**src/hdl/sbic_pkg.sv**
```systemverilog
`default_nettype none
package sbic_pkg;

   localparam int FRAC_BITS = 16;
   localparam int DIR_BITS  = 30;
   localparam int DT_BITS   = 16;

   typedef enum logic [2:0] {
      CMD_SET_POS   = 3'd0,
      CMD_SET_VEL   = 3'd1,
      CMD_ADD_ACC   = 3'd2,
      CMD_INTEGRATE = 3'd3,
      CMD_COLLIDE   = 3'd4
   } cmd_type;

   localparam logic CSR_MASS   = 1'b0;
   localparam logic CSR_RADIUS = 1'b1;

   typedef struct packed {
      logic [2:0]         cmd;
      logic signed [31:0] vec_x;
      logic signed [31:0] vec_y;
      logic signed [31:0] vec_z;
      logic signed [31:0] other_vel_x;
      logic signed [31:0] other_vel_y;
      logic signed [31:0] other_vel_z;
      logic [31:0]        other_mass;
      logic [30:0]        other_radius;
      logic [15:0]        time_step;
   } req_type;

   typedef struct packed {
      logic signed [31:0] pos_x;
      logic signed [31:0] pos_y;
      logic signed [31:0] pos_z;
      logic signed [31:0] vel_x;
      logic signed [31:0] vel_y;
      logic signed [31:0] vel_z;
      logic               hit;
      logic signed [31:0] other_dv_x;
      logic signed [31:0] other_dv_y;
      logic signed [31:0] other_dv_z;
   } rsp_type;

   // serial multiplier request and result
   typedef struct packed {
      logic               start;
      logic signed [63:0] a;
      logic [31:0]        b;
   } mul_req_type;

   typedef struct packed {
      logic               done;
      logic signed [95:0] p;
   } mul_rsp_type;

   // serial divider / square root request and result
   typedef struct packed {
      logic        start;
      logic        sqrt;
      logic [63:0] num;
      logic [63:0] den;
   } div_req_type;

   typedef struct packed {
      logic        done;
      logic [63:0] q;
   } div_rsp_type;

   function automatic logic signed [31:0] sat32(input logic signed [97:0] x);
      if (x > 98'sd2147483647) return 32'sh7fffffff;
      if (x < -98'sd2147483648) return 32'sh80000000;
      return x[31:0];
   endfunction

endpackage
`default_nettype wire

```
**src/hdl/sbic_mul.sv**
```systemverilog
`default_nettype none
// shift-add multiplier, one multiplier bit per cycle
module sbic_mul (
   input  wire logic                clock,
   input  wire logic                reset,
   input  wire sbic_pkg::mul_req_type req,
   output sbic_pkg::mul_rsp_type    rsp
);
   import sbic_pkg::*;

   logic               busy_ff, busy_in;
   logic [5:0]         cnt_ff, cnt_in;
   logic signed [95:0] acc_ff, acc_in;
   logic signed [95:0] mcand_ff, mcand_in;
   logic [31:0]        mplier_ff, mplier_in;
   logic               done_ff, done_in;

   // one partial product per cycle, multiplicand shifts up
   always_comb begin
      busy_in   = busy_ff;
      cnt_in    = cnt_ff;
      acc_in    = acc_ff;
      mcand_in  = mcand_ff;
      mplier_in = mplier_ff;
      done_in   = 1'b0;
      if (req.start) begin
         busy_in   = 1'b1;
         cnt_in    = 6'd0;
         acc_in    = '0;
         mcand_in  = 96'(req.a);
         mplier_in = req.b;
      end else if (busy_ff) begin
         if (mplier_ff[0]) acc_in = acc_ff + mcand_ff;
         mcand_in  = mcand_ff <<< 1;
         mplier_in = mplier_ff >> 1;
         cnt_in    = cnt_ff + 6'd1;
         if (cnt_ff == 6'd31) begin
            busy_in = 1'b0;
            done_in = 1'b1;
         end
      end
   end

   always_ff @(posedge clock) begin
      if (reset) begin
         busy_ff <= 1'b0;
         done_ff <= 1'b0;
         cnt_ff  <= '0;
      end else begin
         busy_ff <= busy_in;
         done_ff <= done_in;
         cnt_ff  <= cnt_in;
      end
      acc_ff    <= acc_in;
      mcand_ff  <= mcand_in;
      mplier_ff <= mplier_in;
   end

   assign rsp.done = done_ff;
   assign rsp.p    = acc_ff;
endmodule
`default_nettype wire

```
**config.mk**
```make
export PLATFORM = sky130hd
export DESIGN_NAME = sbic_mul
export DESIGN_NICKNAME = d
export VERILOG_FILES = /design/src/hdl/sbic_pkg.sv /design/src/hdl/sbic_mul.sv
export SDC_FILE = /design/constraint.sdc
export NUM_CORES = 1
export LEC_CHECK = 0
export BUFFER_PORTS_ARGS = -buffer_cell sky130_fd_sc_hd__buf_2
export CORE_AREA = 4 4 199 201
export CTS_CLUSTER_DIAMETER = 100
export DETAILED_ROUTE_END_ITERATION = 7
export DIE_AREA = 0 0 203 205
export RECOVER_POWER = 100
export REMOVE_ABC_BUFFERS = 1
export SLEW_MARGIN = 40
export SYNTH_ARGS = -nofsm -noshare
export SYNTH_HDL_FRONTEND = slang
export SYNTH_SLANG_ARGS = --single-unit
```
**constraint.sdc**
```tcl
create_clock -name clock -period 4.8 [get_ports clock]
set_input_delay 0 -clock clock [delete_from_list [all_inputs] [get_ports clock]]
set_output_delay 0 -clock clock [all_outputs]
set_load 0.02 [all_outputs]
```
* Word level (Yosys, flattened, before mapping)
Index checks and enable logic that the tools add are counted.
** Cells by class
- $add $sub $neg :: 2
- Equality and inequality tests :: 1
- Muxes and demuxes :: 8
- Bitwise operators :: 1
- Reduce and logical (&&, ||, !) cells :: 4
** Operators by type and width (count)
- $mux W96 :: 2
- $add A96 B96 Y96 :: 1
- $mux W32 :: 2
- $add A6 B1 Y6 const B :: 1
- $eq A6 B5 Y1 const B :: 1
- $mux W1 :: 4
- $reduce_or A3 Y1 :: 1
- $reduce_and A2 Y1 :: 1
- $reduce_bool A2 Y1 :: 1
- $reduce_or A2 Y1 :: 1
- $not A1 Y1 :: 1
** Storage, ports and cells
- Register bits :: 232
- Bits of input ports :: 99
- Output and inout port bits :: 97
- Logic and storage cells :: 22

* Logic depth before layout (Yosys ltp)
Gate-level depths: netlist (run 1).
- Depth in word-level cells :: 4
- Gate-level depth with buffers :: 13
- Depth with buffers taken out :: 13

* Least setup slack after synthesis (run 1)
Ideal clock, no wire load.
- Path kind :: input to register
- Start :: input port req[96] in the netlist's numbering
- End :: register mcand_ff[0], enable pin
- Setup time :: 1.111 ns
- Arrival :: 2.902 ns
- Required time :: 3.689 ns
- Path slack :: 0.787 ns
- Cell stages on the path :: 5
- Path buffers :: 3
- Cell sequence :: buf_4 inv_1 clkbuf_1 clkbuf_1 nand2_1
** On the way
- Longest elaborated chain between the ends :: 1
** Ends and longest elaborated chain
- start: declaration :: RTL line sbic_mul.sv:6 : input wire sbic_pkg::mul_req_type req,
- $reduce_bool A2 Y1 (no line)
- end signal: assignment :: RTL line sbic_mul.sv:55 : mcand_ff <= mcand_in;
- end: declaration :: RTL line sbic_mul.sv:14 : logic signed [95:0] mcand_ff, mcand_in;
No other way between the ends.
A chain may end at the register's enable or synchronous reset.

* Final worst setup path (run 1)
- Start :: register mcand_ff[22]
- End :: register acc_ff[93]
** On the way
- Longest elaborated chain between the ends :: 1
** Ends and longest elaborated chain
- $add A96 B96 Y96 :: RTL line sbic_mul.sv:33 : if (mplier_ff[0]) acc_in = acc_ff + mcand_ff;
- end signal: assignment :: RTL line sbic_mul.sv:54 : acc_ff <= acc_in;
- end: declaration :: RTL line sbic_mul.sv:13 : logic signed [95:0] acc_ff, acc_in;
No other way between the ends.

==> out/qor.json, run 1 <==
{
  "pwr": {
    "power.density_mw_per_mm2": 354,
    "power.leakage_nw": 7.43,
    "max-vdd-ir-drop_mv": 0.349
  },
  "critical_path": {
    "timing.critical_path.from_type": "register",
    "crit_slowest_cell": "sky130_fd_sc_hd__a2111oi_0",
    "worst_setup_path_startpoint": "mcand_ff[22]$_DFFE_PP_",
    "r2r_slack_ns": 0.59,
    "slowest_delay_ns": 0.63,
    "worstPathCellList": "ha_1 > nand4_1 > nor3_1 > nand3_2 > a2111oi_0 > nor3_2 > buf_4 > a211oi_2 > a31oi_1 > o31a_4 > o31ai_2 > a2111oi_1 > a211o_1",
    "worst_reg2reg_path_depth": 13,
    "worstPathBufferInverterCount": 1,
    "cp_top_family": "compound AO/OA/AOI/OAI gates",
    "crit-reg2reg-capture": "acc_ff[93]$_SDFFE_PP0P_",
    "worst_ep_arrival_time_ns": 4.66,
    "rr_startpoint": "mcand_ff[22]$_DFFE_PP_",
    "critical_path_sink_type": "register",
    "cp_max_fo": 8,
    "timing.setup.critical_path_class": "register to register",
    "wp_data_required_ns": 5.25
  },
  "hold_path": {
    "hold_start": "reset",
    "min_path_type": "primary input to register",
    "worst_hold_end": "busy_ff$_SDFF_PP0_",
    "min_path_cells": 3
  },
  "sta": {
    "final.setup_skew_ns": 0.00857,
    "maxClockFrequency_mhz": 238,
    "post-route-period-util_pct": 87.7,
    "report.final.slew_viol_count": 107,
    "hold_viol_final": 0,
    "setup-violations-final": 0,
    "period_needed_ns": 4.21,
    "worst_slew_margin_relative_to_its_limit_pct": -68.4,
    "grt_setup_unrepaired": "false",
    "setup-tns-final_ns": 0,
    "transition_time_at_the_pin_with_the_least_slew_margin_ns": 2.53
  },
  "grt": {
    "global_route.overflow_total": 0,
    "tot_gr_track_use_pct": 20.3,
    "first_global_vias": 13200,
    "antenna_found_initial": 1,
    "grt_pass1_wl_um": 69700,
    "grt_start_max_net_pins": 143
  },
  "cells_and_area": {
    "proportion_of_layout_cells_with_a_drive_suffix_above_1_pct": 14.0,
    "number_of_nets_in_the_final_layout": 2111,
    "mostFrequentLayoutCell": "sky130_fd_sc_hd__nand2_1",
    "mostFrequentLayoutCells": "sky130_fd_sc_hd__nand2_1 (240), sky130_fd_sc_hd__a21oi_1 (216), sky130_fd_sc_hd__edfxtp_1 (128), sky130_fd_sc_hd__o21ai_0 (116), sky130_fd_sc_hd__dfxtp_1 (104)",
    "areaGrowthSynthToFinish_pct": 21.0,
    "layout.cells.non_filler": 2448,
    "filler_cells": 3685,
    "antenna_cells_inserted": 0,
    "ff_latch_area_mm2": 0.00593,
    "multiInputGateArea_mm2": 0.00837
  },
  "run_status": {
    "status": "finished with violations",
    "violations": "capacitance limit, slew limit"
  },
  "clock_tree": {
    "cts.root.buffer_cell": "sky130_fd_sc_hd__clkbuf_16",
    "cts_clock_pin_slew_for_the_worst_setup_and_hold_paths_ns": 0.06,
    "postCtsSetupBuffers": 0,
    "tritoncts_buffer_count": 29,
    "clockBufferDepth": 3,
    "clock_insertion_delay_worst_skew_ns": 0.56,
    "cts_tree": "yes",
    "cts_num_sinks": 232,
    "h-tree-depth": 1,
    "post_cts.resized_instances": 0
  },
  "routing": {
    "drt-wirelength-per-cell_um": 17.8,
    "postRouteAntennaNets": 0,
    "vias": 13300,
    "avgViaCountPerCell": 5.43,
    "routed_wl_um": 43700,
    "remaining_drc_errors": 0,
    "drtPass1Iterations": 7,
    "drc_violation_total_after_the_first_tritonroute_iteration": 862
  },
  "placed_design": {
    "numPortBuffers": 195,
    "dpl.cell_count": 2298,
    "globalplace.congestion": 0.888,
    "dp.final_hpwl_um": 31700
  },
  "synthesis": {
    "sequential_cell_area_fraction_in_the_yosys_report_pct": 39.5,
    "synth_area_per_cell_um2": 8.93,
    "synth-seq-cells": 232,
    "post_synth_edffs": 128,
    "ys.warnings.count": 0,
    "syn_area_mm2": 0.0150,
    "async_reset_ff_share_pct": 0,
    "postSynthCellCount": 1678,
    "postSynth.topFlopCell": "sky130_fd_sc_hd__edfxtp_1",
    "synth_cell_types": 76
  },
  "floorplanning": {
    "initial_util_pct": 39.9,
    "floorplan.die_area_mm2": 0.0416,
    "die_height_um": 205,
    "dieWidth_um": 203,
    "rows": 71,
    "floorplan.io_pins": 196,
    "coreArea_mm2": 0.0376
  },
  "flow_run": {
    "maxCapViolCount": 3
  }
}
[report_power, final]
part	switching [W]	leakage, nW	internal, W
clock	0.000900	0.503	0.00147
combinational	0.000993	4.78	0.000625
sequential	0.000121	2.14	0.00232
total	0.00201	7.43	0.00441
[logic make-up (layout without fill, tap and decap cells)]
family / after synthesis / after routing / synth area share, %
xor+xnor: 76 / 76 / 4.44
flops: 232 / 232 / 39.5
mux: 99 / 99 / 7.39
simple gates: 496 / 496 / 14.9
compound gates: 516 / 516 / 21.0
buf+inv: 162 / 421 / 4.50
fa+ha+maj: 97 / 97 / 8.15
[routing by layer]
layer  routed length (um)  global-route usage [%]  part of all wire [%]
met5                    0                       0                     0
met4                  768                    3.76                   1.8
met3                 2690                    3.67                   6.2
met2                20100                    34.1                    46
met1                20100                    27.7                    46
[synth_stat cells (all sizes together) (41+ instances only)]
master	instances	area, um2
a21o	41	308
buf	43	225
ha	96	1200
nand2	243	915
a21oi	216	1080
mux2	94	1060
dfxtp	104	2080
clkbuf	52	198
o21ai	118	591
nor2	97	364
inv	67	251
xnor2	51	447
edfxtp	128	3840
[worst max path at each step]
stage                           endpoint  depth (start not counted)  slack, ns
2_1_floorplan  mcand_ff[0]$_SDFFCE_PN0P_                          2       1.04
3_3_place_gp     acc_ff[88]$_SDFFE_PP0P_                         13       0.95
3_5_place_dp     acc_ff[92]$_SDFFE_PP0P_                         13       0.86
4_1_cts          acc_ff[92]$_SDFFE_PP0P_                         13       0.81
5_1_grt          acc_ff[89]$_SDFFE_PP0P_                         13       0.32
6_report         acc_ff[93]$_SDFFE_PP0P_                         13       0.59
[flip-flops by register name, summed over array words and instances (netlist names)]
signal     count
mcand_ff      96
cnt_ff         6
busy_ff        1
mplier_ff     32
acc_ff        96
done_ff        1
[layout make-up]
cell class              count  share of cell area (%)
clock buffers              36                    4.48
clock inverters            17                    1.23
inverters                  67                    1.39
multi-input cells        1284                    46.2
flip-flops and latches    232                    32.7
well taps                 511                    3.53
repair buffers            301                    10.5
[tightest hold or removal path, stage by stage]
cell	delay, ns
sky130_fd_sc_hd__dlygate4sd3_1	0.52
sky130_fd_sc_hd__buf_2	0.12
sky130_fd_sc_hd__a21oi_1	0.04
[repair_timing]
action	in CTS	in global routing
setup endpoints to repair	0	0
hold endpoints to repair	135	0
hold buffers	97	0
[per-stage QoR]
stage | util, % | setup WS (ns) | instance area (um2) | power (W) | hold WS [ns]
3_5_place_dp | 43.4 | 0.856 | 16300 | 0.00404 | 0.182
4_1_cts | 48.7 | 0.807 | 18300 | 0.00650 | 0.141
5_1_grt | 48.3 | 0.324 | 18100 | 0.00675 | 0.162
2_1_floorplan | - | 1.04 | 14600 | 0.00357 | 0.0691
3_3_place_gp | 43.4 | 0.954 | 16300 | 0.00402 | 0.189
6_report | 48.3 | 0.590 | 18100 | 0.00642 | 0.171
Note: power is estimated with default switching activity, not from simulation.
==> run 2: changes to the inputs <==
==> constraint.sdc (replaced) <==
create_clock -name clock -period 4.8 [get_ports clock]
set_input_delay 0.24 -clock clock [delete_from_list [all_inputs] [get_ports clock]]
set_output_delay 0.24 -clock clock [all_outputs]
set_load 0.02 [all_outputs]
==> out/qor.json, run 2 (synthesis gave the netlist of run 1 again) <==
{
  "run_status": {
    "status": "finished with violations",
    "violations": "capacitance limit, slew limit"
  },
  "critical_path": {
    "wp_data_required_ns": 5.23,
    "critical_path_sink_type": "register",
    "rr_startpoint": "mcand_ff[22]$_DFFE_PP_",
    "worst_setup_path_startpoint": "mcand_ff[22]$_DFFE_PP_",
    "number_of_logic_stages_on_the_critical_path_including_buffering": 13,
    "worstPathCellList": "ha_1 > nand4_1 > nor3_1 > nand3_2 > a2111oi_0 > nor3_2 > buf_4 > a211oi_2 > a31oi_2 > o31a_4 > o31ai_2 > a2111oi_1 > a211o_1",
    "cp_top_family": "compound AO/OA/AOI/OAI gates",
    "cp_max_fo": 8,
    "timing.critical_path.from_type": "register",
    "timing.setup.critical_path_class": "register to register",
    "worst_reg2reg_path_depth": 13,
    "r2r_slack_ns": 0.54,
    "slowest_delay_ns": 0.57,
    "crit-reg2reg-capture": "acc_ff[93]$_SDFFE_PP0P_",
    "crit_slowest_cell": "sky130_fd_sc_hd__a2111oi_0",
    "worst_ep_arrival_time_ns": 4.69,
    "critical_path.endpoint": "acc_ff[93]$_SDFFE_PP0P_",
    "worstPathBufferInverterCount": 1
  },
  "floorplanning": {
    "coreArea_mm2": 0.0376,
    "initial_util_pct": 39.9,
    "floorplan.die_area_mm2": 0.0416,
    "dieWidth_um": 203,
    "rows": 71,
    "floorplan.io_pins": 196,
    "die_height_um": 205
  },
  "pwr": {
    "power.density_mw_per_mm2": 339,
    "power.leakage_nw": 7.30,
    "max-vdd-ir-drop_mv": 0.248
  },
  "grt": {
    "first_global_vias": 13200,
    "grt_start_max_net_pins": 143,
    "antenna_found_initial": 0,
    "grt_pass1_wl_um": 70100,
    "global_route.overflow_total": 0,
    "tot_gr_track_use_pct": 20.4
  },
  "sta": {
    "report.final.slew_viol_count": 311,
    "transition_time_at_the_pin_with_the_least_slew_margin_ns": 3.16,
    "grt_setup_unrepaired": "false",
    "final.setup_skew_ns": 0.0282,
    "worst_slew_margin_relative_to_its_limit_pct": -111,
    "worst_slack_ns": 0.535,
    "maxClockFrequency_mhz": 234,
    "post-route-period-util_pct": 88.9,
    "setup-violations-final": 0,
    "setup-tns-final_ns": 0,
    "period_needed_ns": 4.26,
    "hold_viol_final": 0
  },
  "cells_and_area": {
    "biggest_regs": "acc_ff x96, mcand_ff x96, mplier_ff x32",
    "antenna_cells_inserted": 0,
    "filler_cells": 3666,
    "proportion_of_layout_cells_with_a_drive_suffix_above_1_pct": 13.4,
    "mostFrequentLayoutCells": "sky130_fd_sc_hd__nand2_1 (241), sky130_fd_sc_hd__a21oi_1 (216), sky130_fd_sc_hd__edfxtp_1 (128), sky130_fd_sc_hd__o21ai_0 (116), sky130_fd_sc_hd__clkbuf_1 (109)",
    "mostFrequentLayoutCell": "sky130_fd_sc_hd__nand2_1",
    "areaGrowthSynthToFinish_pct": 19.0,
    "number_of_nets_in_the_final_layout": 2102
  },
  "clock_tree": {
    "postCtsSetupBuffers": 0,
    "cts.root.buffer_cell": "sky130_fd_sc_hd__clkbuf_16",
    "cts_tree": "yes",
    "post_cts.resized_instances": 0,
    "cts_num_sinks": 232,
    "clock_insertion_delay_worst_skew_ns": 0.56,
    "tritoncts_buffer_count": 27,
    "cts_hold_repair.buffers": 89,
    "cts_clock_pin_slew_for_the_worst_setup_and_hold_paths_ns": 0.06,
    "clockBufferDepth": 3,
    "h-tree-depth": 1
  },
  "routing": {
    "drc_violation_total_after_the_first_tritonroute_iteration": 790,
    "drt-wirelength-per-cell_um": 17.9,
    "avgViaCountPerCell": 5.44,
    "postRouteAntennaNets": 0,
    "remaining_drc_errors": 0,
    "drtPass1Iterations": 5,
    "routed_wl_um": 43600,
    "vias": 13300
  },
  "hold_path": {
    "min_path_type": "primary input to register"
  },
  "placed_design": {
    "numPortBuffers": 195,
    "dp.final_hpwl_um": 31900,
    "globalplace.congestion": 0.886,
    "dp_worst_setup_slack_ns": 0.894
  },
  "flow_run": {
    "maxCapViolCount": 5
  }
}
## run 2: metrics by stage
step	hold slack, ns	util (%)	cell area (um2)	power, W	cells
2_1_floorplan	0.309	-	14600	0.00357	1583
3_3_place_gp	0.419	43.4	16300	0.00402	2299
3_5_place_dp	0.420	43.4	16300	0.00404	2299
4_1_cts	0.00590	48.0	18000	0.00611	2436
5_1_grt	0.0155	47.5	17800	0.00639	2436
6_report	0.0273	47.5	17800	0.00604	2436
## run 2: worst min path at each step
stage / startpoint / end / cells after the start
detailed placement: reset / busy_ff$_SDFF_PP0_ / 2
finish: req[66] / mcand_ff[34]$_DFFE_PP_ / 2
global placement: reset / busy_ff$_SDFF_PP0_ / 2
global route: req[66] / mcand_ff[34]$_DFFE_PP_ / 2
CTS: req[66] / mcand_ff[34]$_DFFE_PP_ / 2
floorplan: req[96] / acc_ff[0]$_SDFFE_PP0P_ / 1
## run 2: cell type report
| cell class | instances | area (um2) | share of cell area, % |
|---|---|---|---|
| well taps | 511 | 639 | 3.58 |
| multi-input cells | 1284 | 8370 | 46.9 |
| clock buffers | 42 | 782 | 4.38 |
| inverters | 67 | 251 | 1.41 |
| flip-flops and latches | 232 | 5930 | 33.2 |
| repair buffers | 294 | 1810 | 10.2 |
| clock inverters | 6 | 57.6 | 0.323 |
## run 2: worst register-to-register path: stages, from the launching register on
cell and delay [ns]:
sky130_fd_sc_hd__edfxtp_1 0.40, sky130_fd_sc_hd__ha_1 0.48, sky130_fd_sc_hd__nand4_1 0.21, sky130_fd_sc_hd__nor3_1 0.39
sky130_fd_sc_hd__nand3_2 0.11, sky130_fd_sc_hd__a2111oi_0 0.57, sky130_fd_sc_hd__nor3_2 0.09, sky130_fd_sc_hd__buf_4 0.19
sky130_fd_sc_hd__a211oi_2 0.34, sky130_fd_sc_hd__a31oi_2 0.20, sky130_fd_sc_hd__o31a_4 0.42, sky130_fd_sc_hd__o31ai_2 0.26
sky130_fd_sc_hd__a2111oi_1 0.12, sky130_fd_sc_hd__a211o_1 0.35
## run 2: report_power, final
group	switching, W	internal, W
Sequential	0.000121	0.00232
Clock	0.000824	0.00116
Combinational	0.000988	0.000622
## run 2: routing by layer
layer | up-vias | part of all wire, % | global-route usage [%] | wire [um]
met5 | - | 0 | 0 | 0
met4 | 0 | 2.0 | 4.10 | 890
met3 | 65 | 6.5 | 4.23 | 2820
met2 | 333 | 46 | 34.1 | 20200
met1 | 6292 | 45 | 27.5 | 19700
li1 | 6572 | - | - | -
