## config.mk

```make
export PLATFORM = sky130hd
export DESIGN_NAME = sbic_div
export DESIGN_NICKNAME = d
export VERILOG_FILES = /design/src/hdl/sbic_pkg.sv /design/src/hdl/sbic_div.sv
export SDC_FILE = /design/constraint.sdc
export NUM_CORES = 1
export LEC_CHECK = 0
export ABC_AREA = 1
export BUFFER_PORTS_ARGS = -buffer_cell sky130_fd_sc_hd__buf_2
export CORE_MARGIN = 3
export CORE_UTILIZATION = 55
export CTS_BUF_LIST = sky130_fd_sc_hd__clkbuf_16
export DETAILED_ROUTE_END_ITERATION = 10
export GPL_ROUTABILITY_DRIVEN = 0
export PLACE_DENSITY = 0.76
export REMOVE_ABC_BUFFERS = 1
export SLEW_MARGIN = 20
export SYNTH_ARGS = -nofsm -noshare
export SYNTH_HDL_FRONTEND = slang
export SYNTH_SLANG_ARGS = --single-unit
```

## constraint.sdc

```tcl
create_clock -name clock -period 6.8 [get_ports clock]
set_input_delay 0.34 -clock clock [delete_from_list [all_inputs] [get_ports clock]]
set_output_delay 0.34 -clock clock [all_outputs]
set_load 0.02 [all_outputs]
```

## src/hdl/sbic_pkg.sv

```systemverilog
`default_nettype none
package sbic_pkg;

   localparam int FRAC_BITS = 16;
   localparam int DIR_BITS  = 30;
   localparam int DT_BITS   = 16;

   typedef enum logic [2:0] {
      CMD_SET_POS   = 3'd0,
      CMD_SET_VEL   = 3'd1,
      CMD_ADD_ACC   = 3'd2,
      CMD_INTEGRATE = 3'd3,
      CMD_COLLIDE   = 3'd4
   } cmd_type;

   localparam logic CSR_MASS   = 1'b0;
   localparam logic CSR_RADIUS = 1'b1;

   typedef struct packed {
      logic [2:0]         cmd;
      logic signed [31:0] vec_x;
      logic signed [31:0] vec_y;
      logic signed [31:0] vec_z;
      logic signed [31:0] other_vel_x;
      logic signed [31:0] other_vel_y;
      logic signed [31:0] other_vel_z;
      logic [31:0]        other_mass;
      logic [30:0]        other_radius;
      logic [15:0]        time_step;
   } req_type;

   typedef struct packed {
      logic signed [31:0] pos_x;
      logic signed [31:0] pos_y;
      logic signed [31:0] pos_z;
      logic signed [31:0] vel_x;
      logic signed [31:0] vel_y;
      logic signed [31:0] vel_z;
      logic               hit;
      logic signed [31:0] other_dv_x;
      logic signed [31:0] other_dv_y;
      logic signed [31:0] other_dv_z;
   } rsp_type;

   // serial multiplier request and result
   typedef struct packed {
      logic               start;
      logic signed [63:0] a;
      logic [31:0]        b;
   } mul_req_type;

   typedef struct packed {
      logic               done;
      logic signed [95:0] p;
   } mul_rsp_type;

   // serial divider / square root request and result
   typedef struct packed {
      logic        start;
      logic        sqrt;
      logic [63:0] num;
      logic [63:0] den;
   } div_req_type;

   typedef struct packed {
      logic        done;
      logic [63:0] q;
   } div_rsp_type;

   function automatic logic signed [31:0] sat32(input logic signed [97:0] x);
      if (x > 98'sd2147483647) return 32'sh7fffffff;
      if (x < -98'sd2147483648) return 32'sh80000000;
      return x[31:0];
   endfunction

endpackage
`default_nettype wire

```

## src/hdl/sbic_div.sv

```systemverilog
`default_nettype none
// restoring divider and square root, one quotient bit per cycle
module sbic_div (
   input  wire logic                clock,
   input  wire logic                reset,
   input  wire sbic_pkg::div_req_type req,
   output sbic_pkg::div_rsp_type    rsp
);
   import sbic_pkg::*;

   logic         busy_ff, busy_in;
   logic         sqrt_ff, sqrt_in;
   logic [6:0]   cnt_ff, cnt_in;
   logic [63:0]  num_ff, num_in;
   logic [63:0]  den_ff, den_in;
   logic [65:0]  rem_ff, rem_in;
   logic [63:0]  q_ff, q_in;
   logic         done_ff, done_in;
   logic [65:0]  rem_sh;
   logic [65:0]  trial;

   // divide: shift one numerator bit in; root: two bits against 4q+1
   always_comb begin
      busy_in = busy_ff;
      sqrt_in = sqrt_ff;
      cnt_in  = cnt_ff;
      num_in  = num_ff;
      den_in  = den_ff;
      rem_in  = rem_ff;
      q_in    = q_ff;
      done_in = 1'b0;
      if (sqrt_ff) begin
         rem_sh = {rem_ff[63:0], num_ff[63:62]};
         trial  = {q_ff, 2'b01};
      end else begin
         rem_sh = {rem_ff[64:0], num_ff[63]};
         trial  = {2'b00, den_ff};
      end
      if (req.start) begin
         busy_in = 1'b1;
         sqrt_in = req.sqrt;
         cnt_in  = '0;
         num_in  = req.num;
         den_in  = req.den;
         rem_in  = '0;
         q_in    = '0;
      end else if (busy_ff) begin
         num_in = sqrt_ff ? {num_ff[61:0], 2'b00} : {num_ff[62:0], 1'b0};
         if (rem_sh >= trial) begin
            rem_in = rem_sh - trial;
            q_in   = {q_ff[62:0], 1'b1};
         end else begin
            rem_in = rem_sh;
            q_in   = {q_ff[62:0], 1'b0};
         end
         cnt_in = cnt_ff + 7'd1;
         if ((sqrt_ff && cnt_ff == 7'd31) || cnt_ff == 7'd63) begin
            busy_in = 1'b0;
            done_in = 1'b1;
         end
      end
   end

   always_ff @(posedge clock) begin
      if (reset) begin
         busy_ff <= 1'b0;
         done_ff <= 1'b0;
         cnt_ff  <= '0;
         sqrt_ff <= 1'b0;
      end else begin
         busy_ff <= busy_in;
         done_ff <= done_in;
         cnt_ff  <= cnt_in;
         sqrt_ff <= sqrt_in;
      end
      num_ff <= num_in;
      den_ff <= den_in;
      rem_ff <= rem_in;
      q_ff   <= q_in;
   end

   assign rsp.done = done_ff;
   assign rsp.q    = q_ff;
endmodule
`default_nettype wire

```

### Yosys cells after proc, flatten, opt, wreduce, memory -nomap -nowiden

Cells that the tools add are included.

| word-level totals | value |
|---|---|
| register bits | 267 |
| input port bits | 132 |
| output and inout bits | 65 |

| cells by class | value |
|---|---|
| add/subtract/negate cells | 2 |
| magnitude comparators | 1 |
| equality and inequality tests | 2 |
| multiplexer cells | 11 |
| bitwise logic cells | 1 |
| reduce and logical (&&, ||, !) cells | 5 |

Operators by type and width:

| cell | count |
|---|---|
| $mux 64 | 3 |
| $mux 66 | 2 |
| $ge 66x66->1 | 1 |
| $mux 65 | 1 |
| $sub 65x65->65 | 1 |
| $add 7x1->7 const B | 1 |
| $eq 7x5->1 const B | 1 |
| $eq 7x6->1 const B | 1 |
| $mux 1 | 5 |
| $reduce_or 3->1 | 1 |
| $reduce_bool 2->1 | 1 |
| $reduce_or 2->1 | 1 |
| $logic_and 1x1->1 | 1 |
| $logic_or 1x1->1 | 1 |
| $not 1->1 | 1 |

### Longest topological paths before layout

Gate-level depths: netlist (run 1).

| depth | value |
|---|---|
| depth after elaboration | 6 |
| mapped depth | 26 |

### Worst setup path before layout (run 1)

No wires, ideal clock.

| timing path | value |
|---|---|
| kind | register to register |
| start | register sqrt_ff |
| end | register rem_ff[48] |
| data arrival time | 3.274 ns |
| required time | 6.672 ns |
| setup slack | 3.398 ns |
| stages on the path, launching flop included | 25 |
| cells stage by stage | dfxtp_1 > buf_2 > buf_2 > clkbuf_1 > clkbuf_1 > clkbuf_1 > nand2_1 > o21ai_0 > ha_1 > nand2_2 > inv_1 > a21oi_2 > nand3_2 > nand2_1 > nand2_2 > nand2_1 > nand2_2 > nand2_4 > nand2_4 > buf_8 > buf_12 > nand2_2 > nor2_2 > nor2_1 > nor2_1 |

| between the ends | value |
|---|---|
| longest elaborated chain between the ends | 3 |
| elaborated cells between the ends (all ways) | 5 |

Ends and longest elaborated chain:

| item | line | source |
|---|---|---|
| start, declared | sbic_div.sv:12 | `logic sqrt_ff, sqrt_in;` |
| start signal, assigned | sbic_div.sv:74 | `sqrt_ff <= sqrt_in;` |
| $mux 66 | sbic_div.sv:32 | `if (sqrt_ff) begin` |
| $sub 65x65->65 or $ge 66x66->1 (tied branches) | sbic_div.sv:50, sbic_div.sv:49 |  |
| $mux 65 * | sbic_div.sv:49 | `if (rem_sh >= trial) begin` |
| end signal, assigned | sbic_div.sv:78 | `rem_ff <= rem_in;` |
| end, declared | sbic_div.sv:16 | `logic [65:0] rem_ff, rem_in;` |

Every way passes the cells marked *; elsewhere a longest branch is shown, timed or not.
A chain may end at the register's enable or synchronous reset.

### Final worst setup path (run 1)

| timing path | value |
|---|---|
| start | register sqrt_ff |
| end | register rem_ff[21] |

The elaborated chain is that of the path after synthesis.

==> results of run 1 <==
-- cell usage in the layout, fill, tap and decap left out, types with 12 or more instances in the layout --
cell	count
nand2_1	805
inv_1	481
o21ai_0	201
buf_2	195
nor2_1	152
dfxtp_1	137
nand3_1	133
edfxtp_1	128
a21oi_1	82
ha_1	67
dlygate4sd3_1	65
o221ai_1	62
o22ai_1	62
nand4_1	34
clkbuf_16	32
xnor2_1	22
nor2_2	19
nand2_2	14
o21bai_1	12
nor3_1	12
-- through the flow --
stage	power [mW]	instance area (um2)	setup slack [ns]	setup TNS, ns
after CTS	5.193	20210	2.127	0
after global routing	5.525	20220	1.677	0
after floorplan	3.151	17060	-2.164	-122.17
final	5.205	20220	2.034	0
after detailed placement	3.617	18630	2.166	0
after global placement	3.587	18630	2.313	0
-- path summary, 6_finish.rpt --
kind | startpoint | to | cells past startpoint
max | sqrt_ff | rem_ff[21] | 21
min | req[64] | num_ff[0] | 3
max reg2reg | sqrt_ff | rem_ff[21] | 21
min reg2reg | rem_ff[51] | rem_ff[51] | 2
-- state kept, by name, indices dropped and copies added, names as in the netlist --
signal	count
rem_ff	65
den_ff	64
num_ff	64
q_ff	64
cnt_ff	7
busy_ff	1
done_ff	1
sqrt_ff	1
-- cell families (layout without fill, tap and decap cells) --
group                      after synthesis  in the layout  synth area share (%)
and+or+nand+nor                       1199           1199                 28.40
buffers and inverters                  575            809                 12.80
AOI/OAI and AO/OA                      438            438                 14.73
DFF                                    267            267                 37.91
adders and majority gates               68             68                 4.911
xor gates and xnor gates                25             25                 1.253
-- power breakdown --
group / leakage [nW] / switching [mW] / internal, mW / total [mW]
Combinational: 7.13 / 1.20 / 0.571 / 1.77
Clock: 0.495 / 0.652 / 0.884 / 1.54
Sequential: 2.41 / 0.0625 / 1.84 / 1.90
Total: 10.0 / 1.91 / 3.30 / 5.21
-- area by class of cell --
class / count / area [um2] / area share [%]
clock inverters: 22 / 137.6 / 0.6806
flip-flops and latches: 267 / 6631 / 32.79
well taps: 396 / 495.5 / 2.450
multi-input cells: 1730 / 8627 / 42.66
repair buffers: 271 / 1709 / 8.452
clock buffers: 32 / 800.8 / 3.960
inverters: 484 / 1821 / 9.003
-- per-layer routing --
metal	vias up	part of all wire [%]	GRT usage (%)
met5	-	0	0
met4	0	4.4	10.64
met3	151	10	5.743
met2	859	44	46.75
met1	7923	42	38.78
li1	8701	-	-
-- tightest hold or removal path: cells and delay by family --
| family | cells | cell delay [ns] |
|---|---|---|
| buffers and inverters | 2 | 0.12 |
| and+or+nand+nor | 1 | 0.04 |
==> key figures, run 1 <==
Layout
  – Layout Nets: 2983
  – # diodes: 0
  – Util after Layout: 65.25%
  – # fillers: 2786
  – Fin cells: ~3.2k
  – Area Overhead vs Synth: 15.70%
  – Layout cells sized above 1: around 11%

GRT
  – Initial antenna violation count: 0
  – Largest net degree at the start of global routing: 110
  – Vias in the first global route: 16.71k
  – First-pass GRT wire length: between 80 and 90 mm
  – Overflow after GRT: 0
  – Gr usage total: between 20% and 30%

Die
  – Die height: ~180 um
  – Die X: between 150 and 200 um
  – Initial Util: 56.40%
  – Core Box Area: just over 30000 um2
  – Rows: 64
  – Boundary pin count: 197
  – Die area: between 30000 and 40000 um2

Logic synthesis
  – Seq/Total Area, Yosys: a little under two fifths
  – Synth Area per Inst: between 6 and 7 um2
  – Most frequent cell after synthesis: nand2_1
  – Synthesized area: ~17000 um2
  – Count of cell types in the netlist: 45
  – Post-synth top flop: dfxtp_1
  – Post-synth top area share: a little over a fifth
  – Count of state elements after synthesis: roughly 270
  – Synth top cells by count: 806 x nand2_1, 475 x inv_1, 201 x o21ai_0
  – Area contributors post-synth: edfxtp_1 22%, nand2_1 17%, dfxtp_1 16%
  – Ys async rst share: 0%
  – Post-synth EDFFs: about 130
  – Synth Warn #: 0
  – Post-Synthesis Cells: 2572
  – Area leader, netlist: edfxtp_1

Timing
  – Slew Viols, Final: 0
  – Rel. slew slack: a little under a third
  – Hold_ws: about 0.03 ns
  – Setup Viol. Count Final: 0
  – Layout Skew: about 0.008 ns
  – F_max: between 0.2 and 0.25 GHz
  – RSZ-0062 raised after global routing: false
  – Fin crit share: between 70% and 80%
  – Slew @ Worst Pin: around 1.0 ns
  – Tmin final: 4.766 ns
  – Final hold viol count: 0

Setup path
  – Critical path type: flip-flop to flip-flop
  – CP max stage delay: about 0.53 ns
  – Startpoint Class: flip-flop
  – Crit-path cells: clkinv_1 > buf_4 > or2_2 > o21ai_0 > inv_1 > ha_1 > nand2_2 > nor2_1 > nand2_1 > nor2_2 > nand2_1 > nor2_1 > nand2_1 > nand2_2 > nor2_4 > nand2_4 > inv_1 > buf_4 > nand2_1 > nand3_1 > o21ai_0
  – Register-to-Register Setup Slack: ~2.0 ns
  – Critical path's top delay family: simple AND/OR/NAND/NOR gates
  – Worst-path fanout max: between 40 and 50
  – Worst Path Arrival: 5.17 ns
  – Critical path endpoint category: flip-flop
  – Worst path most repeated cell: nand2_1
  – Worst path bufs/invs: 5
  – Worst Path Required: 7.21 ns
  – Crit path max-delay cell type: dfxtp_4

CTS
  – Num Clock Sinks: 267
  – Clock transition at path regs: ~0.06 ns
  – CTS max path bufs: 3
  – Num CTS Buffers: 29
  – Root Driver: clkbuf_16
  – Post-CTS Setup Bufs: 0
  – # H-tree levels: 1
  – Resized Gates After CTS: 0
  – CTS tree: yes
  – Cts hold-fix bufs: 65
  – Clk_lat worst skew: 0.57 ns

Pwr
  – Leakage: about 10 nW
  – Peak VDD IR: approximately 0.00028 V
  – P per Cell Area: roughly 260 nW/um2

Placed design
  – Placed cell count: 3083
  – Detailed Place HPWL: around 36 mm
  – Port Buf Inserts: just under 200

Route
  – Post-route DRC: 0
  – Routed WL per cell: approximately 16 um
  – Via count: 17.63k
  – Total iterations of the first detailed-routing run: 8
  – Remaining antenna violation count after routing: 0
  – Initial DRC Count: 1750
  – DR vias/cell: approximately 5.5
  – Post-Route WL: 50.15 mm

Worst hold path
  – Worst min path class: primary input to flip-flop

Flow run
  – MaxCap Viol Count: 0

Outcome
  – Status: complete, no violations
Note: power is estimated with default switching activity, not from simulation.
==> inputs of run 2 (changes only) <==
- ABC_AREA: 1 -> 0
- CORE_UTILIZATION: 55 -> 54
- PLACE_DENSITY: 0.76 -> 0.78
- clock period: 6.8 -> 4.2 ns (I/O delays scaled with it)
==> run 2 against run 1 <==
Against the previous run:
- routed wire length down 14%
- sequential share of layout area up 0.75 points
- flip-flop and latch count unchanged
- design area down 2.2%
- largest cell class unchanged
- highest routed layer unchanged
==> key figures, run 2 <==
CTS
  – Num CTS Buffers: 29
  – Clock transition at path regs: 0.07 ns
  – CTS tree: yes
  – CTS max path bufs: 3
  – Clk_lat worst skew: between 0.5 and 0.6 ns
  – Root Driver: clkbuf_16
  – # H-tree levels: 1
  – Num Clock Sinks: 267

Layout
  – Most common cell after layout, fill and taps aside: mux2i_1
  – # diodes: 0
  – Design Area, Final: 19780 um2
  – Largest register FFs: 65
  – Layout Nets: about 2.2k
  – Util after Layout: between 60% and 70%
  – Layout cells sized above 1: a little under a fifth
  – Most frequent cells in the layout: 217 x mux2i_1, 209 x nor2_1, 195 x buf_2
  – Area Overhead vs Synth: 23.01%
  – # fillers: about 2.2k
  – Largest Register: rem_ff

Die
  – Rows: 62
  – Die area: 31880 um2
  – Core Box Area: ~29000 um2
  – Die X: about 180 um
  – Boundary pin count: just under 200
  – Initial Util: a little under three fifths
  – Die height: approximately 180 um

Setup path
  – Critical path endpoint category: flip-flop
  – Worst path most repeated cell: buf_4
  – CP max stage delay: approximately 0.53 ns
  – Startpoint Class: flip-flop
  – Crit path max-delay cell type: or4_1
  – Register-to-Register Setup Slack: around 0.15 ns
  – Worst Path Required: between 4 and 5 ns
  – Worst r2r path cells: 14
  – Worst-path fanout max: 12
  – Crit-path cells: buf_4 > mux2_2 > ha_1 > nor2b_1 > o31a_1 > nor4_1 > o21a_1 > nand2b_1 > a21bo_2 > a211oi_2 > buf_4 > or4_1 > nand4b_1 > a211oi_1
  – RR Endpoint: rem_ff[60]
  – Worst Path Arrival: ~4.5 ns
  – R2r startpoint: sqrt_ff
  – Critical path type: flip-flop to flip-flop

Timing
  – Final Worst Setup Slack: around 0.15 ns
  – Layout Skew: 0.01163 ns
  – Slew @ Worst Pin: ~1 ns
  – Rel. slew slack: approximately a third
  – Setup Viol. Count Final: 0
  – Slew Viols, Final: 0
  – F_max: about 0.25 GHz
  – TNS Setup: 0 ns
  – Tmin final: about 4.1 ns
  – Final hold viol count: 0
  – Fin crit share: a little over nine tenths

Logic synthesis
  – Synth Area per Inst: about 9.6 um2
  – Ys async rst share: 0%
  – Count of cell types in the netlist: 74
  – Post-synth top area share: 23.91%
  – Count of state elements after synthesis: 267
  – Most frequent cell after synthesis: mux2i_1
  – Synth top cells by count: 218 x mux2i_1, 209 x nor2_1, 139 x dfxtp_1
  – Synth Warn #: 0
  – Post-synth top flop: dfxtp_1
  – Post-synth EDFFs: roughly 130
  – Area leader, netlist: edfxtp_1
  – Seq/Total Area, Yosys: 41.22%
  – Area contributors post-synth: edfxtp_1 24%, dfxtp_1 17%, mux2i_1 14%
  – Synthesized area: 16080 um2
  – Post-Synthesis Cells: 1682

Route
  – Post-route DRC: 0
  – Remaining antenna violation count after routing: 0
  – Total iterations of the first detailed-routing run: 6
  – Initial DRC Count: 1132
  – Routed WL per cell: ~18 um
  – Via count: about 14k
  – DR vias/cell: approximately 6.0
  – Post-Route WL: ~43 mm

Outcome
  – Status: complete, no violations

Placed design
  – Port Buf Inserts: around 200
  – Dpl ws: 0.1129 ns
  – Area of placed instances: 17360 um2
  – Detailed Place HPWL: between 20 and 30 mm

Pwr
  – P per Cell Area: between 400 and 500 nW/um2
  – Total Power: around 8.2 mW
  – Leakage: ~8.3 nW
  – Peak VDD IR: approximately 0.00032 V

GRT
  – Gr usage total: 25.69%
  – First-pass GRT wire length: between 60 and 70 mm
  – Vias in the first global route: between 10k and 15k
  – Met3 usage: under 10%
  – Met1 GRT Util: roughly a third
  – M2 GR Usage: ~44%
  – Largest net degree at the start of global routing: 210
  – Initial antenna violation count: 0
  – GRT busiest layer: met2
  – Overflow after GRT: 0

Worst hold path
  – Hold depth: 3
  – Worst min path class: primary input to flip-flop
  – Hold wc startpoint: req[128]
  – Worst min-delay path endpoint: sqrt_ff

Flow run
  – MaxCap Viol Count: 0
==> run 2: per-layer routing <==
layer	vias up	routed length, um
met5	-	0
met2	569	20540
li1	6728	-
met3	97	3144
met1	6683	18310
met4	0	1341
==> run 2: per-stage QoR <==
stage                     hold WS [ns]  std cells
after detailed placement        0.3881       2175
after global placement          0.3865       2175
after CTS                      0.01630       2358
final                          0.02712       2364
after floorplan                 0.2791       1564
after global routing           0.04416       2364
==> run 2: how the worst max path moves through the flow <==
stage	startpoint	endpoint	cells after the start
2_1_floorplan	sqrt_ff	rem_ff[10]	11
3_3_place_gp	sqrt_ff	rem_ff[27]	13
3_5_place_dp	sqrt_ff	rem_ff[45]	13
4_1_cts	sqrt_ff	rem_ff[27]	13
5_1_grt	sqrt_ff	rem_ff[63]	13
6_report	sqrt_ff	rem_ff[60]	14
==> run 2: layout make-up <==
cell class	instances	area, um2	area share (%)
clock buffers	30	750.7	3.796
clock inverters	24	151.4	0.7656
multi-input cells	1270	8899	45.00
flip-flops and latches	267	6634	33.55
well taps	384	480.5	2.430
repair buffers	362	2759	13.95
inverters	27	101.3	0.5125
==> run 2: critical path, delay by kind of cell, from the launching register on <==
kind                       cells  cell delay (ns)
DFF                            1             0.41
AOI/OAI and AO/OA              5             0.85
muxes                          1             0.37
adders and majority gates      1             0.34
buffers and inverters          2             0.40
and+or+nand+nor                5             1.50
==> run 2: logic make-up after synthesis <==
logic type / Yosys count / synth area share [%]
multiplexers: 282 / 18.06
AND/OR/NAND/NOR: 456 / 12.44
AO/OA/AOI/OAI: 409 / 16.15
buffers and inverters: 145 / 3.806
adder cells (fa/ha/maj): 68 / 5.339
XOR/XNOR: 55 / 2.996
flip-flops: 267 / 41.22
==> run 2: timing repair <==
item,in CTS,in global routing
gates resized for setup,0,15
buffers inserted,0,1
hold buffers,129,0
endpoints found under the hold margin,130,0
endpoints found under the setup margin,0,59
==> run 2: power by group <==
| part | total, mW | switching [mW] | internal, mW |
|---|---|---|---|
| logic | 2.72 | 1.53 | 1.19 |
| registers | 3.08 | 0.125 | 2.95 |
| clock network | 2.45 | 1.09 | 1.36 |
==> inputs of run 3 (changes only) <==
==> constraint.sdc (replaced) <==
create_clock -name clock -period 4.2 [get_ports clock]
set_input_delay 0.42 -clock clock [delete_from_list [all_inputs] [get_ports clock]]
set_output_delay 0.42 -clock clock [all_outputs]
set_load 0.02 [all_outputs]
==> run 3 against run 2 <==
Against the previous run:
- hold slack lost 0.0070 ns
- via count decreased by 7.1%
- design area down 7.0%
- critical path depth is the same
- sequential share of layout area up 2.5 points
- first-iteration DRC count shrank 18%
- register-to-register slack worse by 0.03 ns
- flip-flop and latch count unchanged
- core utilization fell by 4.7 points
- total power is 3.6% lower
- largest cell class unchanged
==> key figures, run 3 (same netlist as run 2, synthesis figures left out) <==
GRT
  – Initial antenna violation count: 4
  – First-pass GRT wire length: just over 60 mm
  – Largest net degree at the start of global routing: between 150 and 200
  – Overflow after GRT: 0
  – Vias in the first global route: about 12k
  – Gr usage total: around a quarter

Worst hold path
  – Hold wc startpoint: req[12]
  – Worst min-delay path endpoint: den_ff[12]
  – Worst min path class: primary input to flip-flop
  – Hold depth: 1

Setup path
  – Worst Path Required: 4.62 ns
  – R2r startpoint: sqrt_ff
  – CP max stage delay: ~0.43 ns
  – CP startpoint: sqrt_ff
  – Critical path type: flip-flop to flip-flop
  – Critical path endpoint category: flip-flop
  – Worst-path fanout max: 52
  – Worst path most repeated cell: nor3_1
  – Critical path's top delay family: compound AO/OA/AOI/OAI gates
  – Startpoint Class: flip-flop
  – Critical Path Stages: 14
  – Crit-path cells: buf_8 > mux2_2 > ha_1 > nor2b_1 > o31a_1 > o211a_1 > o311a_1 > o2111ai_1 > nand3_1 > a41oi_4 > buf_12 > nor3_1 > a211oi_1 > nor3_1
  – RR Endpoint: rem_ff[5]
  – Register-to-Register Setup Slack: roughly 0.12 ns
  – Worst r2r path cells: 14
  – Crit path max-delay cell type: dfxtp_4
  – Worst path bufs/invs: 2
  – Worst Path Arrival: ~4.5 ns

Pwr
  – Leakage: 7.677 nW
  – Peak VDD IR: around 0.00029 V
  – P per Cell Area: around 430 nW/um2

Timing
  – Slew Viols, Final: 0
  – RSZ-0062 raised after global routing: false
  – Final hold viol count: 0
  – Layout Skew: ~0.02 ns
  – Tmin final: roughly 4.1 ns
  – F_max: roughly 0.24 GHz
  – Slew @ Worst Pin: around 1.0 ns
  – TNS Setup: 0 ns
  – Fin crit share: between 90% and 100%
  – Setup Viol. Count Final: 0
  – Rel. slew slack: between 30% and 40%

Flow run
  – MaxCap Viol Count: 0

Route
  – DR vias/cell: a little under 6
  – Routed WL per cell: 17.32 um
  – Metal-1 WL: between 15 and 20 mm
  – Met2 routed WL: between 15 and 20 mm
  – Total iterations of the first detailed-routing run: 5
  – Highest metal used: met5
  – Post-route DRC: 0
  – Post-Route WL: ~39 mm
  – Via count: approximately 13k
  – Remaining antenna violation count after routing: 0
  – Initial DRC Count: 925
  – Wire length on met3: around 3 mm

Layout
  – Util after Layout: 63.41%
  – Largest register FFs: 65
  – Design Area, Final: 18400 um2
  – Layout cells sized above 1: about 19%
  – Fin cells: 2233
  – Most common cell after layout, fill and taps aside: mux2i_1
  – Most frequent cells in the layout: 218 x mux2i_1, 209 x nor2_1, 195 x buf_2
  – Largest Register: rem_ff
  – Layout Nets: between 2k and 2.5k
  – Area Overhead vs Synth: 14.44%

Die
  – Boundary pin count: around 200
  – Core Box Area: a little under 30000 um2
  – Die height: approximately 180 um
  – Rows: just over 60
  – Die area: around 32000 um2
  – Die X: around 180 um
  – Initial Util: between 50% and 60%

CTS
  – CTS max path bufs: 3
  – Clock transition at path regs: approximately 0.060 ns
  – Cts hold-fix bufs: 0
  – Num CTS Buffers: 28
  – Num Clock Sinks: around 270
  – Clk_lat worst skew: between 0.5 and 0.6 ns
  – # H-tree levels: 1
  – CTS tree: yes
  – Root Driver: clkbuf_16

Placed design
  – Area of placed instances: around 17000 um2
  – Port Buf Inserts: ~200
  – Detailed Place HPWL: around 27 mm
  – Placed cell count: between 2k and 2.5k

Outcome
  – Status: complete, no violations
## run 3: cell types whose count changed in the layout (fill, tap and decap cells not counted), moves of 3 or more
cell | before | now
buf_12 | 7 | 4
clkbuf_16 | 35 | 31
clkinv_2 | 8 | 5
dlygate4sd3_1 | 129 | 0
## run 3: worst max-delay path by stage
stage	end	slack (ns)
floorplan	rem_ff[10]	-7.58
global placement	rem_ff[27]	0.21
detailed placement	rem_ff[27]	0.12
CTS	rem_ff[27]	0.09
global route	rem_ff[63]	0.0006
finish	rem_ff[5]	0.12
## run 3: per-layer routing
metal	vias to the layer above	track usage, %
met5	-	0
met4	8	6.039
met3	70	5.364
met2	418	37.08
met1	6130	32.17
li1	6454	-
## run 3: area by class of cell
type | count | area, um2
antenna | 1 | 2.502
clock buffer | 28 | 700.7
clock inverter | 24 | 186.4
fill | 2431 | 10620
inverter | 27 | 101.3
multi-input combinational | 1270 | 8874
sequential | 267 | 6634
tap | 384 | 480.5
timing repair buffer | 232 | 1419
## run 3: power breakdown
group	internal (mW)	total, mW	switching (mW)
sequential	2.95	3.07	0.118
combinational	1.05	2.49	1.44
clock	1.34	2.39	1.05
## run 3: timing repair
item | CTS | global route
setup endpoints to repair | 0 | 32
setup buffers | 0 | 3
gates resized for setup | 0 | 10
## run 3: stage by stage
step / power (mW) / setup slack, ns / hold slack [ns]
2_1_floorplan: 4.971 / -7.584 / 0.4325
3_3_place_gp: 5.455 / 0.2102 / 0.4560
3_5_place_dp: 5.512 / 0.1198 / 0.4710
4_1_cts: 7.913 / 0.08887 / 0.0003426
5_1_grt: 8.390 / 0.0006399 / 0.0006934
6_report: 7.952 / 0.1158 / 0.02009
